[config.mk]
export PLATFORM = sky130hd
export DESIGN_NAME = lru_block_cache_tags
export DESIGN_NICKNAME = d
export VERILOG_FILES = /design/src/hw/rtl/lbct_pkg.sv /design/src/hw/rtl/lbct_ram.sv /design/src/hw/rtl/lru_block_cache_tags.sv
export SDC_FILE = /design/constraint.sdc
export NUM_CORES = 1
export LEC_CHECK = 0
export ABC_AREA = 1
export BUFFER_PORTS_ARGS = -buffer_cell sky130_fd_sc_hd__buf_2
export CAP_MARGIN = 25
export CELL_PAD_IN_SITES_DETAIL_PLACEMENT = 1
export CELL_PAD_IN_SITES_GLOBAL_PLACEMENT = 2
export CORE_MARGIN = 1.5
export CORE_UTILIZATION = 45
export CTS_CLUSTER_DIAMETER = 50
export DETAILED_ROUTE_END_ITERATION = 16
export HOLD_SLACK_MARGIN = 0.12
export PLACE_DENSITY_LB_ADDON = 0.1
export SYNTH_ARGS = -nofsm -noshare
export SYNTH_HDL_FRONTEND = slang
export SYNTH_SLANG_ARGS = --single-unit
export TNS_END_PERCENT = 50
[constraint.sdc]
create_clock -name clk -period 12.6 [get_ports clk]
set_clock_uncertainty 0.2 [all_clocks]
set_input_delay 1.26 -clock clk [delete_from_list [all_inputs] [get_ports clk]]
set_output_delay 1.26 -clock clk [all_outputs]
set_load 0.1 [all_outputs]
[src/hw/rtl/lbct_pkg.sv]
package lbct_pkg;

	localparam int TAG_W       = 32;
	localparam int CMD_W       = 2;
	localparam int SLOT_FIELD_W = 2;
	localparam int S_TDATA_W   = 40;
	localparam int M_TDATA_W   = 8;

	typedef enum logic [CMD_W-1:0] {
		CMD_LOOKUP = 2'd0,
		CMD_FILL   = 2'd1,
		CMD_FLUSH  = 2'd2
	} cmd_t;

	typedef enum logic [2:0] {
		ST_IDLE = 3'b001,
		ST_SCAN = 3'b010,
		ST_RESP = 3'b100
	} state_t;

endpackage

[src/hw/rtl/lbct_ram.sv]
module lbct_ram #(
	parameter int WIDTH = 32,
	parameter int DEPTH = 4
) (
	input  logic                     clk,
	input  logic                     wr_en,
	input  logic [$clog2(DEPTH)-1:0] wr_addr,
	input  logic [WIDTH-1:0]         wr_data,
	input  logic                     rd_en,
	input  logic [$clog2(DEPTH)-1:0] rd_addr,
	output logic [WIDTH-1:0]         rd_data
);

	logic [WIDTH-1:0] mem_q [DEPTH];

	always_ff @(posedge clk) begin
		if (wr_en) begin
			mem_q[wr_addr] <= wr_data;
		end
		if (rd_en) begin
			rd_data <= mem_q[rd_addr];
		end
	end

endmodule

[src/hw/rtl/lru_block_cache_tags.sv]
// lookup without a pending fill: scans one slot at a time through the tag ram
// read port (1..SLOTS slots), then passes the response stage to the output register
// fill done, flush, pending-fill lookups and ignored items: straight to the response stage
// next item can be accepted in the cycle after the result leaves the response stage
// async reset clears valid bits, ranks (rank = slot), pending fill; tag ram not cleared
module lru_block_cache_tags #(
	parameter int SLOTS = 4
) (
	input  logic                            clk,
	input  logic                            arst_n,
	input  logic                            s_tvalid,
	output logic                            s_tready,
	// block_number, fill_ok, zero pad
	input  logic [lbct_pkg::S_TDATA_W-1:0]  s_tdata,
	// command
	input  logic [lbct_pkg::CMD_W-1:0]      s_tuser,
	output logic                            m_tvalid,
	input  logic                            m_tready,
	// slot, hit, fill_request, zero pad
	output logic [lbct_pkg::M_TDATA_W-1:0]  m_tdata
);

	localparam int SW = $clog2(SLOTS);

	lbct_pkg::state_t state_q;
	lbct_pkg::cmd_t   in_cmd;

	logic [lbct_pkg::TAG_W-1:0] blk_q;
	logic [SW-1:0]              idx_q;
	logic [SW-1:0]              idx_nxt;
	logic                       inv_found_q;
	logic [SW-1:0]              inv_idx_q;
	logic                       old_found_q;
	logic [SW-1:0]              old_idx_q;

	logic [SLOTS-1:0] valid_q;
	logic [SW-1:0]    rank_q [SLOTS];
	logic [SW-1:0]    newest_rank [SLOTS];
	logic [SW-1:0]    sel_slot;
	logic [SW-1:0]    pending_q;
	logic             fill_pending_q;

	logic [lbct_pkg::SLOT_FIELD_W-1:0] res_slot_q;
	logic                              res_hit_q;
	logic                              res_fill_q;
	logic [lbct_pkg::SLOT_FIELD_W-1:0] out_slot_q;
	logic                              out_hit_q;
	logic                              out_fill_q;
	logic                              out_vld_q;
	logic                              out_free;

	logic                       accept;
	logic                       rd_en;
	logic [SW-1:0]              rd_addr;
	logic [lbct_pkg::TAG_W-1:0] rd_data;
	logic                       wr_en;
	logic [SW-1:0]              victim;

	logic          cur_valid;
	logic          cur_hit;
	logic          last_slot;
	logic [SW+1:0] idx_ext;
	logic [SW+1:0] victim_ext;
	logic [SW+1:0] pending_ext;

	assign in_cmd   = lbct_pkg::cmd_t'(s_tuser);
	assign s_tready = (state_q == lbct_pkg::ST_IDLE);
	assign accept   = s_tvalid && s_tready;
	assign out_free = !out_vld_q || m_tready;

	assign idx_nxt = idx_q + SW'(1);
	assign rd_en   = accept || (state_q == lbct_pkg::ST_SCAN);
	assign rd_addr = (state_q == lbct_pkg::ST_SCAN) ? idx_nxt : '0;

	assign cur_valid = valid_q[idx_q];
	assign cur_hit   = cur_valid && (rd_data == blk_q);
	assign last_slot = (idx_q == SW'(SLOTS - 1));

	// highest invalid slot, else first slot of oldest rank, else the last slot
	always_comb begin
		if (!cur_valid) begin
			victim = idx_q;
		end else if (inv_found_q) begin
			victim = inv_idx_q;
		end else if (old_found_q) begin
			victim = old_idx_q;
		end else begin
			victim = idx_q;
		end
	end

	assign wr_en = (state_q == lbct_pkg::ST_SCAN) && !cur_hit && last_slot;

	assign sel_slot = (state_q == lbct_pkg::ST_SCAN) ? idx_q : pending_q;

	// selected slot becomes newest, younger ones age by one
	always_comb begin
		for (int i = 0; i < SLOTS; i++) begin
			if (SW'(i) == sel_slot) begin
				newest_rank[i] = '0;
			end else if (rank_q[i] < rank_q[sel_slot]) begin
				newest_rank[i] = rank_q[i] + SW'(1);
			end else begin
				newest_rank[i] = rank_q[i];
			end
		end
	end

	assign idx_ext     = {2'b00, idx_q};
	assign victim_ext  = {2'b00, victim};
	assign pending_ext = {2'b00, pending_q};

	lbct_ram #(
		.WIDTH (lbct_pkg::TAG_W),
		.DEPTH (SLOTS)
	) u_tag_ram (
		.clk     (clk),
		.wr_en   (wr_en),
		.wr_addr (victim),
		.wr_data (blk_q),
		.rd_en   (rd_en),
		.rd_addr (rd_addr),
		.rd_data (rd_data)
	);

	always_ff @(posedge clk or negedge arst_n) begin
		if (!arst_n) begin
			state_q        <= lbct_pkg::ST_IDLE;
			valid_q        <= '0;
			pending_q      <= '0;
			fill_pending_q <= 1'b0;
			out_vld_q      <= 1'b0;
			res_slot_q     <= '0;
			res_hit_q      <= 1'b0;
			res_fill_q     <= 1'b0;
			for (int i = 0; i < SLOTS; i++) begin
				rank_q[i] <= SW'(i);
			end
		end else begin
			if (out_vld_q && m_tready) begin
				out_vld_q <= 1'b0;
			end
			unique case (state_q)
				lbct_pkg::ST_IDLE: begin
					if (accept) begin
						state_q    <= lbct_pkg::ST_RESP;
						res_slot_q <= '0;
						res_hit_q  <= 1'b0;
						res_fill_q <= 1'b0;
						unique case (in_cmd)
							lbct_pkg::CMD_LOOKUP: begin
								if (fill_pending_q) begin
									res_slot_q <= pending_ext[1:0];
								end else begin
									state_q <= lbct_pkg::ST_SCAN;
								end
							end
							lbct_pkg::CMD_FILL: begin
								res_slot_q <= pending_ext[1:0];
								if (fill_pending_q) begin
									fill_pending_q <= 1'b0;
									if (s_tdata[lbct_pkg::TAG_W]) begin
										rank_q <= newest_rank;
									end else begin
										valid_q[pending_q] <= 1'b0;
									end
								end
							end
							lbct_pkg::CMD_FLUSH: begin
								valid_q        <= '0;
								pending_q      <= '0;
								fill_pending_q <= 1'b0;
								for (int i = 0; i < SLOTS; i++) begin
									rank_q[i] <= SW'(i);
								end
							end
							default: begin
							end
						endcase
					end
				end
				lbct_pkg::ST_SCAN: begin
					if (cur_hit) begin
						rank_q     <= newest_rank;
						res_slot_q <= idx_ext[1:0];
						res_hit_q  <= 1'b1;
						state_q    <= lbct_pkg::ST_RESP;
					end else if (last_slot) begin
						valid_q[victim] <= 1'b1;
						pending_q       <= victim;
						fill_pending_q  <= 1'b1;
						res_slot_q      <= victim_ext[1:0];
						res_fill_q      <= 1'b1;
						state_q         <= lbct_pkg::ST_RESP;
					end
				end
				lbct_pkg::ST_RESP: begin
					if (out_free) begin
						out_vld_q <= 1'b1;
						state_q   <= lbct_pkg::ST_IDLE;
					end
				end
				default: begin
					state_q <= lbct_pkg::ST_IDLE;
				end
			endcase
		end
	end

	// scan bookkeeping and result payload
	always_ff @(posedge clk) begin
		if (accept) begin
			blk_q       <= s_tdata[lbct_pkg::TAG_W-1:0];
			idx_q       <= '0;
			inv_found_q <= 1'b0;
			old_found_q <= 1'b0;
		end else if (state_q == lbct_pkg::ST_SCAN) begin
			idx_q <= idx_nxt;
			if (!cur_valid) begin
				inv_found_q <= 1'b1;
				inv_idx_q   <= idx_q;
			end
			if (!old_found_q && (rank_q[idx_q] == SW'(SLOTS - 1))) begin
				old_found_q <= 1'b1;
				old_idx_q   <= idx_q;
			end
		end
		if ((state_q == lbct_pkg::ST_RESP) && out_free) begin
			out_slot_q <= res_slot_q;
			out_hit_q  <= res_hit_q;
			out_fill_q <= res_fill_q;
		end
	end

	assign m_tvalid = out_vld_q;
	assign m_tdata  = {4'b0000, out_fill_q, out_hit_q, out_slot_q};

endmodule

== After elaboration in Yosys (flattened, before gate mapping) ==
Memory sizes are Yosys's and may differ from the RTL's. A register that Yosys moved wholly into a read port is not among the register bits.
Index checks and enable logic that the tools add are counted.

* $add $sub $neg: 5
* Order comparisons: 11
* Eq/ne operators: 23
* Mux-type cells: 69
* Bitwise gates (word level): 7
* Reductions and logical operators: 30

{| class="wikitable"
|+ Operator list
! cell !! number
|-
| 2-to-1 mux 2 bit || 24
|-
| == test 32 bit || 1
|-
| 2-to-1 mux 8 bit || 4
|-
| one-hot mux 8 bit (2 select lines) || 2
|-
| 2-to-1 mux 4 bit || 5
|-
| 2-to-1 mux 3 bit || 6
|-
| one-hot mux 4 bit (2 select lines) || 2
|-
| AND reduction 3 bit || 5
|-
| 2-to-1 mux 1 bit || 14
|-
| inequality test 3 bit, second input constant || 4
|-
| one-hot mux 2 bit (2 select lines) || 3
|-
| adder 2 x 1 -> 2 bit, second input constant || 5
|-
| inequality test 2 bit, second input constant || 5
|-
| AND reduction 5 bit || 2
|-
| logical AND 1 bit || 9
|-
| less-than comparator 2 x 3 -> 1 bit, second input constant || 3
|-
| one-hot mux 3 bit (3 select lines) || 1
|-
| binary-select mux 2 bit (select 2 bit) || 2
|-
| less-than comparator 2 bit || 4
|-
| AND reduction 7 bit || 1
|-
| == test 2 bit, second input constant || 3
|-
| >= comparator 3 bit, second input constant || 2
|-
| NOT 2 -> 3 bit || 2
|-
| one-hot mux 1 bit (2 select lines) || 3
|-
| other kinds (23) || 33
|}

* Bits in registers: 67
* Bits in writable memories: 128
* Input bits: 46
* Output and inout port bits: 10
* Word-level logic and storage cells: 167
* Memories kept: 1

{| class="wikitable"
|+ Memory list
! name !! words !! width !! read ports !! clocked after Yosys merged registers in !! wr ports !! RTL line !! source
|-
| u_tag_ram.mem_q || 4 || 32 || 1 || 1 || 1 || lbct_ram.sv:14 || <nowiki>logic [WIDTH-1:0] mem_q [DEPTH];</nowiki>
|}

== Logic depth before layout (Yosys ltp) ==
Gate-level depths: netlist (run 1).

* Word-level depth: 14
* Gate-level depth with buffers: 15
* Gate-level depth less buffers: 15

== Hierarchy ==
Synthesis (run 1) repeated with hierarchy kept, for this count alone.

* Cell total of the unflattened synthesis: 1036
* Area, all modules: 10436.3 µm²

{| class="wikitable"
|+ By module, submodules not included
! module !! instances !! cells each !! area an instance (µm²)
|-
| lbct_ram || 1 || 541 || 6398.6
|-
| lru_block_cache_tags || 1 || 495 || 4037.6
|}

== Worst setup path before layout (run 1) ==
No wires, ideal clock.

* Path kind: reg-to-reg
* Start point: register idx_q[0]
* End point: memory u_tag_ram.mem_q[0][0], enable pin
* Setup time: 0.461 ns
* Arrival: 3.445 ns
* Path slack: 8.493 ns
* Stages on the path, launching flop included: 11
* Cells stage by stage: dfxtp_1 > inv_2 > o21ai_2 > nand2_4 > inv_4 > nor2_4 > nand3_4 > nand2_4 > inv_2 > nand2_4 > nor3_1

* Cells in the longest elaborated chain, start to end: 8
* Elaborated cells on any way between the ends: 12

{| class="wikitable"
|+ Ends and longest elaborated chain
! item !! RTL line !! source
|-
| start, declared || lru_block_cache_tags.sv:29 || <nowiki>logic [SW-1:0] idx_q;</nowiki>
|-
| start signal, assigned || lru_block_cache_tags.sv:218 || <nowiki>idx_q <= idx_nxt;</nowiki>
|-
| binary-select mux 1 bit (select 2 bit) || lru_block_cache_tags.sv:75 || <nowiki>assign cur_valid = valid_q[idx_q];</nowiki>
|-
| 2-to-1 mux 1 bit (not written as such) || lru_block_cache_tags.sv:75 ||
|-
| logical AND 1 bit || lru_block_cache_tags.sv:76 || <nowiki>assign cur_hit = cur_valid && (rd_data == blk_q);</nowiki>
|-
| logical NOT 1 bit || lru_block_cache_tags.sv:92 || <nowiki>assign wr_en = (state_q == lbct_pkg::ST_SCAN) && !cur_hit && last_slot;</nowiki>
|-
| logical AND 1 bit (2 in series) || lru_block_cache_tags.sv:92 ||
|-
| 2-to-1 mux 1 bit || lbct_ram.sv:17 || <nowiki>if (wr_en) begin</nowiki>
|-
| 2-to-1 mux 1 bit (not written as such) || lbct_ram.sv:18 || <nowiki>mem_q[wr_addr] <= wr_data;</nowiki>
|-
| end, declared || lbct_ram.sv:14 ||
|}

Several ways; a longest one is shown, not always the timed one. The select of a mux whose other input is x is not followed.

== Final worst setup path (run 1) ==
* Start point: register state_q[0]
* End point: output s_tready

* Cells in the longest elaborated chain, start to end: 1

{| class="wikitable"
|+ Ends and longest elaborated chain
! item !! RTL line !! source
|-
| start, declared || lru_block_cache_tags.sv:25 || <nowiki>lbct_pkg::state_t state_q;</nowiki>
|-
| start signal, assigned || lru_block_cache_tags.sv:128 || <nowiki>state_q <= lbct_pkg::ST_IDLE;</nowiki>
|-
| start signal, assigned || lru_block_cache_tags.sv:146 || <nowiki>state_q <= lbct_pkg::ST_RESP;</nowiki>
|-
| start signal, assigned || lru_block_cache_tags.sv:155 || <nowiki>state_q <= lbct_pkg::ST_SCAN;</nowiki>
|-
| == test 3 x 1 -> 1 bit || lru_block_cache_tags.sv:67 || <nowiki>assign s_tready = (state_q == lbct_pkg::ST_IDLE);</nowiki>
|-
| end, declared || lru_block_cache_tags.sv:12 || <nowiki>output logic s_tready,</nowiki>
|}

Every way passes these cells.

==> flow_metrics.env, run 1 <==
export IMPL_status="completed"
export IMPL_slew_limit_headroom=0.466
export IMPL_clk_pin_slew_ns=0.05
export IMPL_p_leak_nw=4.08
export IMPL_pwr_share_seq=0.451
export IMPL_p_int_w=0.00158
export IMPL_coreArea_mm2=0.0204
export IMPL_drt_iter0_markers=276
export IMPL_layoutNonFillerInstCount=1117
export IMPL_fp_dieArea_mm2=0.0219
export IMPL_clock_sinks=227
export IMPL_antenna_left=0
export IMPL_htreeDepth=1
export IMPL_clkPwrFrac=0.341
export IMPL_synth_area_top_cells="edfxtp_1 63%, dfrtp_1 4.8%, nand2_1 4.7%"
export IMPL_post_place_ws_ns=9.20
export IMPL_layout_min_cycle_time_ns=3.37
export IMPL_syn_inst=765
export IMPL_cp_required_ns=11.14
export IMPL_worstPathCellList="nand3_2 > inv_1 > buf_2"
export IMPL_layout_area_overhead_vs_synth_pct=15.5
export IMPL_gp_congestion=0.790
export IMPL_grt_pass1_vias=6402
export IMPL_ys_seq_area_frac=0.704
export IMPL_hold_viol=0
export IMPL_setup_worst_path_class="flip-flop to primary output"
export IMPL_nNetsFinal=875
export IMPL_whs_ns=0.246
export IMPL_irDropWorstVdd_mv=0.113
export IMPL_cp_start_kind="flip-flop"
export IMPL_pin_count=56
export IMPL_diodes=0
export IMPL_cts_resized_gates=0
export IMPL_tritoncts="built"
export IMPL_viasPerCell=5.29
export IMPL_wl_met3_um=809
export IMPL_power_w=0.00232
export IMPL_drv_slew=0
export IMPL_synth_top_cell_area_share=0.634
export IMPL_dieHeight_um=148
export IMPL_cp_max_fo=8
export IMPL_syn_area_mm2=0.00947
export IMPL_fmax_ghz=0.297
export IMPL_placed_cells=1065
export IMPL_grt_ovfl_total=0
export IMPL_swShare=0.318
export IMPL_rr_worst_depth=7
export IMPL_die_w_um=148
export IMPL_worstSetupEndpointType="primary output"
export IMPL_drt_total_wl_mm=21.4
export IMPL_rsz0062_at_grt="false"
export IMPL_avgSynthCellArea_um2=12.4
export IMPL_start_util=0.463
export IMPL_fin_tns_setup_ns=0
export IMPL_max_stage_delay_ns=0.55
export IMPL_grt_pass1_wl_mm=34.9
export IMPL_routedWlPerCell_um=19.1
export IMPL_synth_seq_cells=227
export IMPL_cts_buffers_inserted=28
export IMPL_firstDrtPassIters=4
export IMPL_setup_slack_ns=9.23
export IMPL_crit_slowest_cell="dfstp_2"
export IMPL_hpwl_mm=12.5
export IMPL_hold_buffers=0
export IMPL_power_per_cell_area_mw_per_mm2=213
export IMPL_wl_met2_mm=10.2
export IMPL_portBuffers=44
export IMPL_cts_root_buf="clkbuf_16"
export IMPL_grt_max_degree=72
export IMPL_combPwrFrac=0.208
export IMPL_final_fill_count=2110
export IMPL_crit_arrival_ns=1.91
export IMPL_p_sw_w=0.000740
export IMPL_synth_cell_types=43
export IMPL_wl_met1_mm=9.98
export IMPL_drive_gt1_frac=0.205
export IMPL_setup_viol=0
export IMPL_hold_depth=0
export IMPL_clk_latency_ns=0.54
export IMPL_worstMarginPinSlew_ns=0.800
export IMPL_post_cts_buffers=0
export IMPL_synth_top_area_cell="edfxtp_1"
export IMPL_top_layer="met4"
export IMPL_fin_crit_sh=0.268
export IMPL_worst_path_stages=3
export IMPL_yosys_warnings=0
export IMPL_antenna_found_initial=0
export IMPL_fp_row_count=52
export IMPL_cts_buffer_depth=3
export IMPL_drc=0
export IMPL_num_vias=5914
export IMPL_grtUsageTotal=0.206
export IMPL_maxCapViolCount=0
export IMPL_hold_path_class="flip-flop to flip-flop"
export IMPL_path_buf_inv=2
export IMPL_crit_family="buffers and inverters"
[flip-flops by register name, indices dropped and copies added, names as in the netlist, 3 cells and up]
signal	count
rank_q	8
state_q	3
valid_q	4
u_tag_ram.rd_data	32
u_tag_ram.mem_q	128
blk_q	32
[cells in the mapped netlist]
library cell	n
o211ai_1	33
nand4_2	1
nor2_4	1
o21a_1	1
dfxtp_1	4
nand3_4	1
dfstp_2	5
nand4_1	5
o21ai_0	23
a22oi_1	2
a31o_2	1
o21ai_2	4
nand2_1	118
o21ai_1	8
or2_2	32
dfrtp_1	18
o31ai_1	32
nand3_1	17
inv_4	1
conb_1	1
buf_1	1
buf_4	6
and2_1	1
nand2_2	5
buf_2	8
nand2_4	3
o2111ai_1	3
inv_1	66
o22ai_1	2
ha_1	4
o311ai_0	1
a21oi_1	11
a21oi_2	3
inv_2	8
nor3_2	2
clkbuf_1	11
nor2_2	3
nor3_1	5
edfxtp_1	200
nand3_2	2
xnor2_1	22
nor2_1	88
o21bai_1	2
[area by class of cell]
cell class | count | area (µm²) | area share
Multi-Input combinational cell | 440 | 2420 | 0.222
Timing Repair Buffer | 53 | 288 | 0.0263
Clock inverter | 14 | 110 | 0.0101
Clock buffer | 38 | 822 | 0.0752
Inverter | 75 | 284 | 0.0260
Sequential cell | 227 | 6670 | 0.610
Tap cell | 270 | 338 | 0.0309
[path summary, 6_finish.rpt]
check                                          start                             end  slack (ns)
max in group asynchronous                     arst_n       res_slot_q[1]$_DFFE_PN0P_       11.28
hold reg to reg            res_slot_q[1]$_DFFE_PN0P_         out_slot_q[1]$_DFFE_PP_        0.25
min in group asynchronous                     arst_n           rank_q[5]$_DFFE_PN0P_        0.53
hold / removal             res_slot_q[1]$_DFFE_PN0P_         out_slot_q[1]$_DFFE_PP_        0.25
setup / recovery              state_q[0]$_DFFE_PN1P_                        s_tready        9.23
setup reg to reg               idx_q[0]$_SDFFE_PP0N_  u_tag_ram.rd_data[6]$_DFFE_PP_        9.40
[cells by family (layout without fill, tap and decap cells)]
logic type                 count (synthesis)  in the layout  synth area share
and+or+nand+nor                          284            284             0.136
DFF                                      227            227             0.704
AOI/OAI and AO/OA                        126            126            0.0901
buffers and inverters                    101            180            0.0437
xor gates and xnor gates                  22             22            0.0204
adders and majority gates                  4              4           0.00529
other                                      1              4          0.000396
[layer usage]
metal,vias up,global-route usage
li1,2796,-
met1,2952,0.286
met5,-,0
met3,40,0.0313
met2,126,0.343
met4,0,0.0545
[through the flow]
| stage | cell area (µm²) | util |
|---|---|---|
| floorplan | 9480 | - |
| global placement | 10000 | 0.489 |
| detailed placement | 10000 | 0.489 |
| CTS | 10900 | 0.535 |
| global route | 10900 | 0.535 |
| finish | 10900 | 0.535 |
[power groups by stage]
stage / combinational (W) / sequential, W / clock [W]
3_5_place_dp: 0.000486 / 0.00106 / 0
6_report: 0.000483 / 0.00105 / 0.000792
2_1_floorplan: 0.000339 / 0.00105 / 0
3_3_place_gp: 0.000473 / 0.00106 / 0
4_1_cts: 0.000489 / 0.00105 / 0.000806
5_1_grt: 0.000540 / 0.00107 / 0.000836
[cells in the final DEF, fill, tap and decap left out, types with 5 or more instances in the layout]
master,Yosys,final
a21oi_1,11,11
buf_2,8,44
buf_4,6,9
clkbuf_1,11,5
clkbuf_16,0,31
clkinv_2,0,6
dfrtp_1,18,18
dfstp_2,5,5
edfxtp_1,200,200
inv_1,66,66
inv_2,8,8
nand2_1,118,118
nand2_2,5,5
nand3_1,17,17
nand4_1,5,5
nor2_1,88,86
o211ai_1,33,33
o21ai_0,23,23
o21ai_1,8,8
o31ai_1,32,32
or2_2,32,32
xnor2_1,22,22
(Power assumes the default switching activity.)
==> run 2: changes to the inputs <==
CORE_UTILIZATION = 42   (was 45)
clock period = 3.4 ns   (was 12.6 ns; I/O delays follow)
==> run 2 against run 1 <==
Against the previous run: the run now ends with design-rule violations left; worst setup slack worse by 8.6 ns; routed wire length fell by 0.47%; design area rose by 2.9%; sequential cell count is the same; power increased to 3.6 times the previous value; non-clock buffer count increased by 40; worst hold slack got worse by 0.086 ns; sequential share of layout area fell by 1.7 points; combinational power rose to 3.8 times the previous value; first-iteration DRC count down 5.1%; die area rose by 7.0%; critical path depth up 9.
==> flow_metrics.env, run 2 (synthesis results as in run 1) <==
export IMPL_layout_area_overhead_vs_synth_pct=18.8
export IMPL_cp_max_fo=18
export IMPL_worstMarginPinSlew_ns=0.665
export IMPL_layoutNonFillerInstCount=1162
export IMPL_placed_cells=1079
export IMPL_largest_reg_flops=128
export IMPL_hold_viol=0
export IMPL_swShare=0.321
export IMPL_start_util=0.431
export IMPL_r2r_slack_ns=0.67
export IMPL_r2r_end="rank_q[4]$_DFFE_PN1P_"
export IMPL_nNetsFinal=913
export IMPL_clk_latency_ns=0.53
export IMPL_r2r_start="idx_q[0]$_SDFFE_PP0N_"
export IMPL_die_w_um=153
export IMPL_fin_crit_sh=0.802
export IMPL_diodes=0
export IMPL_crit_arrival_ns=2.98
export IMPL_post_place_ws_ns=0.685
export IMPL_drv_slew=0
export IMPL_viasPerCell=5.14
export IMPL_p_leak_nw=4.19
export IMPL_gp_congestion=0.768
export IMPL_placedInstanceArea_mm2=0.0101
export IMPL_rr_worst_depth=12
export IMPL_fmax_ghz=0.367
export IMPL_cts_buffer_depth=3
export IMPL_hold_path_class="input port to asynchronous set/reset pin"
export IMPL_portBuffers=44
export IMPL_cts_root_buf="clkbuf_16"
export IMPL_pwr_share_seq=0.468
export IMPL_combPwrFrac=0.220
export IMPL_routedWlPerCell_um=18.3
export IMPL_clock_sinks=227
export IMPL_cts_resized_gates=0
export IMPL_num_vias=5977
export IMPL_fp_row_count=54
export IMPL_grt_pass1_vias=6456
export IMPL_slew_limit_headroom=0.556
export IMPL_cp_required_ns=3.65
export IMPL_final_common_cell="edfxtp_1"
export IMPL_hpwl_mm=12.8
export IMPL_drt_iter0_markers=262
export IMPL_coreArea_mm2=0.0220
export IMPL_firstDrtPassIters=10
export IMPL_p_int_w=0.00563
export IMPL_drt_total_wl_mm=21.3
export IMPL_pin_count=56
export IMPL_top_register="u_tag_ram.mem_q"
export IMPL_setup_slack_ns=0.673
export IMPL_htreeDepth=1
export IMPL_antenna_left=0
export IMPL_layout_min_cycle_time_ns=2.73
export IMPL_whs_ns=0.160
export IMPL_drc=3
export IMPL_status="finished with violations"
export IMPL_tritoncts="built"
export IMPL_crit_end="rank_q[4]$_DFFE_PN1P_"
export IMPL_cts_buffers_inserted=26
export IMPL_stdcell_area_mm2=0.0112
export IMPL_mostFrequentLayoutCells="200 x edfxtp_1, 118 x nand2_1, 86 x nor2_1"
export IMPL_reg_top3="u_tag_ram.mem_q: 128 flops, blk_q: 32 flops, u_tag_ram.rd_data: 32 flops"
export IMPL_irDropWorstVdd_mv=0.462
export IMPL_fp_dieArea_mm2=0.0235
export IMPL_grtUsageTotal=0.189
export IMPL_grt_pass1_wl_mm=34.4
export IMPL_clk_pin_slew_ns=0.06
export IMPL_p_sw_w=0.00267
export IMPL_antenna_found_initial=0
export IMPL_violations="design-rule violations"
export IMPL_setup_viol=0
export IMPL_setup_worst_path_class="flip-flop to flip-flop"
export IMPL_dieHeight_um=153
export IMPL_grt_ovfl_total=0
export IMPL_worstSetupEndpointType="flip-flop"
export IMPL_power_per_cell_area_mw_per_mm2=738
export IMPL_crit_start="idx_q[0]$_SDFFE_PP0N_"
export IMPL_rsz0062_at_grt="false"
export IMPL_drive_gt1_frac=0.193
export IMPL_cp_start_kind="flip-flop"
export IMPL_maxCapViolCount=0
export IMPL_clkPwrFrac=0.312
export IMPL_grt_max_degree=65
[run 2: cell types whose count changed in the layout (fill, tap and decap cells not counted), sizes merged]
cell         before  now
clkinvlp          3    1
clkinv            9   10
dlygate4sd3       0   36
buf              53   57
clkbuf           38   34
[run 2: per-stage QoR]
step	total power (W)	setup TNS (ns)	utilization
floorplan	0.00516	-45.22	-
global placement	0.00570	0	0.460
detailed placement	0.00576	0	0.460
CTS	0.00841	0	0.512
global route	0.00876	0	0.512
finish	0.00830	0	0.512
[run 2: worst min-delay path by stage]
stage | to | slack, ns | cells after the start
final | rank_q[6]$_DFFE_PN0P_ | 0.16 | 2
after global routing | state_q[2]$_DFFE_PN0P_ | 0.21 | 2
after CTS | state_q[2]$_DFFE_PN0P_ | 0.17 | 2
after detailed placement | state_q[2]$_DFFE_PN0P_ | 0.18 | 1
after global placement | state_q[1]$_DFFE_PN0P_ | 0.17 | 1
after floorplan | fill_pending_q$_DFFE_PN0P_ | -0.16 | 0
[run 2: routing by layer]
| layer | track usage | up-vias | share of wire |
|---|---|---|---|
| li1 | - | 2873 | - |
| met1 | 0.251 | 2976 | 0.46 |
| met2 | 0.324 | 108 | 0.48 |
| met3 | 0.0309 | 20 | 0.044 |
| met4 | 0.0453 | 0 | 0.013 |
| met5 | 0 | - | 0 |
[run 2: what timing repair did]
item	4_1_cts	5_1_grt
hold endpoints to repair	63	0
buffers inserted	0	0
hold buffers	36	0
[run 2: area by class of cell]
class | count | area (µm²)
Tap cell | 280 | 350
Sequential cell | 227 | 6670
Inverter | 75 | 284
Clock inverter | 13 | 116
Timing Repair Buffer | 93 | 728
Fill cell | 2242 | 10700
Multi-Input combinational cell | 440 | 2420
Clock buffer | 34 | 681
[run 2: critical path, cell delays in order (launching register included)]
cell	delay [ns]
dfxtp_1	0.42
inv_2	0.22
nand4_2	0.54
nand2_2	0.41
nand2_1	0.09
nand3_1	0.13
nand2_2	0.11
inv_2	0.14
nand2_1	0.09
o21bai_1	0.12
inv_1	0.05
nand2_1	0.06
a21oi_1	0.06
[run 2: power by group through the flow]
stage               combinational [W]  sequential [W]  clock (W)
floorplan                     0.00126         0.00390          0
global placement              0.00178         0.00391          0
detailed placement            0.00181         0.00395          0
CTS                           0.00186         0.00390    0.00266
global route                  0.00205         0.00395    0.00276
finish                        0.00182         0.00389    0.00259
==> run 3: changes to the inputs <==
ABC_AREA = 0   (was 1)
CORE_UTILIZATION = 44   (was 42)
clock period = 2.75 ns   (was 3.4 ns; I/O delays follow)
==> run 3 against run 2 <==
Against the previous run: the flow now finishes without violations; highest routed layer unchanged; sequential power grew 15%; sequential share of layout area shrank 2.6 points; register-to-register slack lost 0.62 ns; critical endpoint is now rank_q[1]$_DFFE_PN1P_; critical path type unchanged; synthesized cell count shrank 13%; sequential cell count is the same; final cell count shrank 6.2%.
==> flow_metrics.env, run 3 <==
export IMPL_grt_max_degree=65
export IMPL_synth_cell_types=60
export IMPL_top_register="u_tag_ram.mem_q"
export IMPL_r2r_start="blk_q[8]$_DFFE_PP_"
export IMPL_grt_pass1_vias=6547
export IMPL_irDropWorstVdd_mv=0.549
export IMPL_clock_sinks=227
export IMPL_worstHoldEndpoint="blk_q[8]$_DFFE_PP_"
export IMPL_nNetsFinal=845
export IMPL_fmax_ghz=0.371
export IMPL_num_vias=5985
export IMPL_syn_inst=667
export IMPL_avgSynthCellArea_um2=14.1
export IMPL_hold_viol=0
export IMPL_cp_start_kind="flip-flop"
export IMPL_cts_root_buf="clkbuf_16"
export IMPL_power_per_cell_area_mw_per_mm2=832
export IMPL_fp_dieArea_mm2=0.0223
export IMPL_die_w_um=149
export IMPL_largest_reg_flops=128
export IMPL_firstDrtPassIters=4
export IMPL_synth_seq_cells=227
export IMPL_drt_iter0_markers=280
export IMPL_drc=0
export IMPL_slew_limit_headroom=0.395
export IMPL_synth_ff_type="edfxtp_1"
export IMPL_clk_pin_slew_ns=0.06
export IMPL_setup_viol=0
export IMPL_multi_input_area_mm2=0.00267
export IMPL_ys_top_cells_by_count="200 x edfxtp_1, 81 x nor2_1, 66 x nand2_1"
export IMPL_hpwl_mm=14.0
export IMPL_viasPerCell=5.49
export IMPL_yosys_warnings=0
export IMPL_routedWlPerCell_um=21.8
export IMPL_cts_buffer_depth=3
export IMPL_synth_async_reset_ratio=0.101
export IMPL_hold_depth=2
export IMPL_cp_required_ns=3.01
export IMPL_layout_area_overhead_vs_synth_pct=24.8
export IMPL_gr_usage_met2=0.384
export IMPL_gp_congestion=0.787
export IMPL_hold_path_class="input port to flip-flop"
export IMPL_syn_area_mm2=0.00943
export IMPL_ys_seq_area_frac=0.707
export IMPL_crit_arrival_ns=2.96
export IMPL_dieHeight_um=149
export IMPL_rr_worst_depth=7
export IMPL_synth_edf_count=200
export IMPL_drv_slew=0
export IMPL_portBuffers=44
export IMPL_busiest_layer="met2"
export IMPL_maxCapViolCount=0
export IMPL_clk_latency_ns=0.55
export IMPL_synth_top_cell_area_share=0.637
export IMPL_use_met1=0.292
export IMPL_htreeDepth=1
export IMPL_pin_count=56
export IMPL_coreArea_mm2=0.0210
export IMPL_rsz0062_at_grt="true"
export IMPL_register_area_mm2=0.00667
export IMPL_grt_ovfl_total=0
export IMPL_hold_start="s_tdata[8]"
export IMPL_cp_max_fo=6
export IMPL_fin_crit_sh=0.981
export IMPL_power_w=0.00979
export IMPL_final_fill_count=2034
export IMPL_reg_top3="u_tag_ram.mem_q: 128 flops, blk_q: 32 flops, u_tag_ram.rd_data: 32 flops"
export IMPL_grt_pass1_wl_mm=37.3
export IMPL_cts_buffers_inserted=28
export IMPL_r2r_slack_ns=0.05
export IMPL_antenna_left=0
export IMPL_mostFrequentLayoutCells="200 x edfxtp_1, 80 x nor2_1, 65 x nand2_1"
export IMPL_worstMarginPinSlew_ns=0.904
export IMPL_drive_gt1_frac=0.215
export IMPL_r2r_end="rank_q[1]$_DFFE_PN1P_"
export IMPL_worstSetupEndpointType="flip-flop"
export IMPL_post_place_ws_ns=-0.221
export IMPL_drt_total_wl_mm=23.7
export IMPL_synth_top_area_cell="edfxtp_1"
export IMPL_grt_util_met3=0.0287
export IMPL_diodes=0
export IMPL_antenna_found_initial=0
export IMPL_setup_slack_ns=0.0515
export IMPL_p_leak_nw=4.36
export IMPL_status="completed"
export IMPL_layout_min_cycle_time_ns=2.70
export IMPL_grtUsageTotal=0.222
export IMPL_fp_row_count=53
export IMPL_setup_worst_path_class="flip-flop to flip-flop"
export IMPL_start_util=0.449
export IMPL_final_common_cell="edfxtp_1"
export IMPL_tritoncts="built"
export IMPL_synth_most_common_cell="edfxtp_1"
export IMPL_synth_area_top_cells="edfxtp_1 64%, dfrtp_1 4.8%, mux2i_1 3.7%"
## run 3: how the worst max path moves through the flow
| stage | start | endpoint | cells after the start |
|---|---|---|---|
| after global placement | blk_q[5]$_DFFE_PP_ | rank_q[1]$_DFFE_PN1P_ | 7 |
| after CTS | valid_q[3]$_DFFE_PN0P_ | u_tag_ram.mem_q[2][23]$_DFFE_PP_ | 4 |
| final | blk_q[8]$_DFFE_PP_ | rank_q[1]$_DFFE_PN1P_ | 7 |
| after global routing | blk_q[8]$_DFFE_PP_ | rank_q[1]$_DFFE_PN1P_ | 7 |
| after detailed placement | blk_q[21]$_DFFE_PP_ | res_slot_q[0]$_DFFE_PN0P_ | 7 |
| after floorplan | idx_q[0]$_SDFFE_PP0N_ | u_tag_ram.mem_q[1][0]$_DFFE_PP_ | 5 |
## run 3: kinds of logic (layout without fill, tap and decap cells)
logic type               after synthesis  after routing  synth area share
AO/OA/AOI/OAI                        117            117            0.0876
flip-flops                           227            227             0.707
buffers and inverters                 48            193            0.0234
other                                  1              4          0.000398
adder cells (fa/ha/maj)                4              4           0.00531
XOR/XNOR                              33             33            0.0306
multiplexers                          41             41            0.0503
AND/OR/NAND/NOR                      196            196            0.0954
## run 3: final cells by class
cell class              instances  share of cell area
flip-flops and latches        227               0.567
multi-input cells             395               0.227
repair buffers                133              0.0936
clock buffers                  29              0.0599
well taps                     275              0.0292
clock inverters                21              0.0198
inverters                      10             0.00425
## run 3: metrics by stage
step / cells / hold WS, ns / area [µm²] / TNS [ns] / util
after floorplan: 670 / -0.221 / 9520 / -64.70 / -
after global placement: 988 / 0.0954 / 10300 / -0.106 / 0.490
after detailed placement: 988 / 0.104 / 10300 / -0.408 / 0.490
after CTS: 1080 / 0.208 / 11700 / 0 / 0.556
after global routing: 1090 / 0.223 / 11800 / -0.0992 / 0.560
final: 1090 / 0.229 / 11800 / 0 / 0.560
## run 3: power breakdown
part / switching (W) / leakage (nW) / internal [W] / total, W
sequential: 0.000288 / 2.15 / 0.00419 / 0.00448
clock: 0.00148 / 0.439 / 0.00217 / 0.00365
combinational: 0.00105 / 1.77 / 0.000614 / 0.00166
## run 3: what timing repair did
item                                   in CTS  in global routing
resized for setup                           5                  3
hold buffers                               40                  0
endpoints found under the hold margin      67                  0
setup endpoints to repair                  83                 53
pin swaps                                   3                  3
setup buffers                               2                 10
## run 3: worst max-delay path, cell delays in order, from the launching register on
cell and delay, ns:
edfxtp_1 0.41, xor2_1 0.17, nor4_2 0.38, buf_4 0.21, nand4_1 0.16, or4_4 0.52, a21o_1 0.27, o32a_1 0.30
## run 3: per-layer routing
layer / routed length (µm) / part of all wire / vias to the layer above
met5: 0 / 0 / -
met4: 620 / 0.026 / 0
met3: 924 / 0.039 / 44
met2: 12000 / 0.50 / 120
met1: 10200 / 0.43 / 3045
li1: - / - / 2776
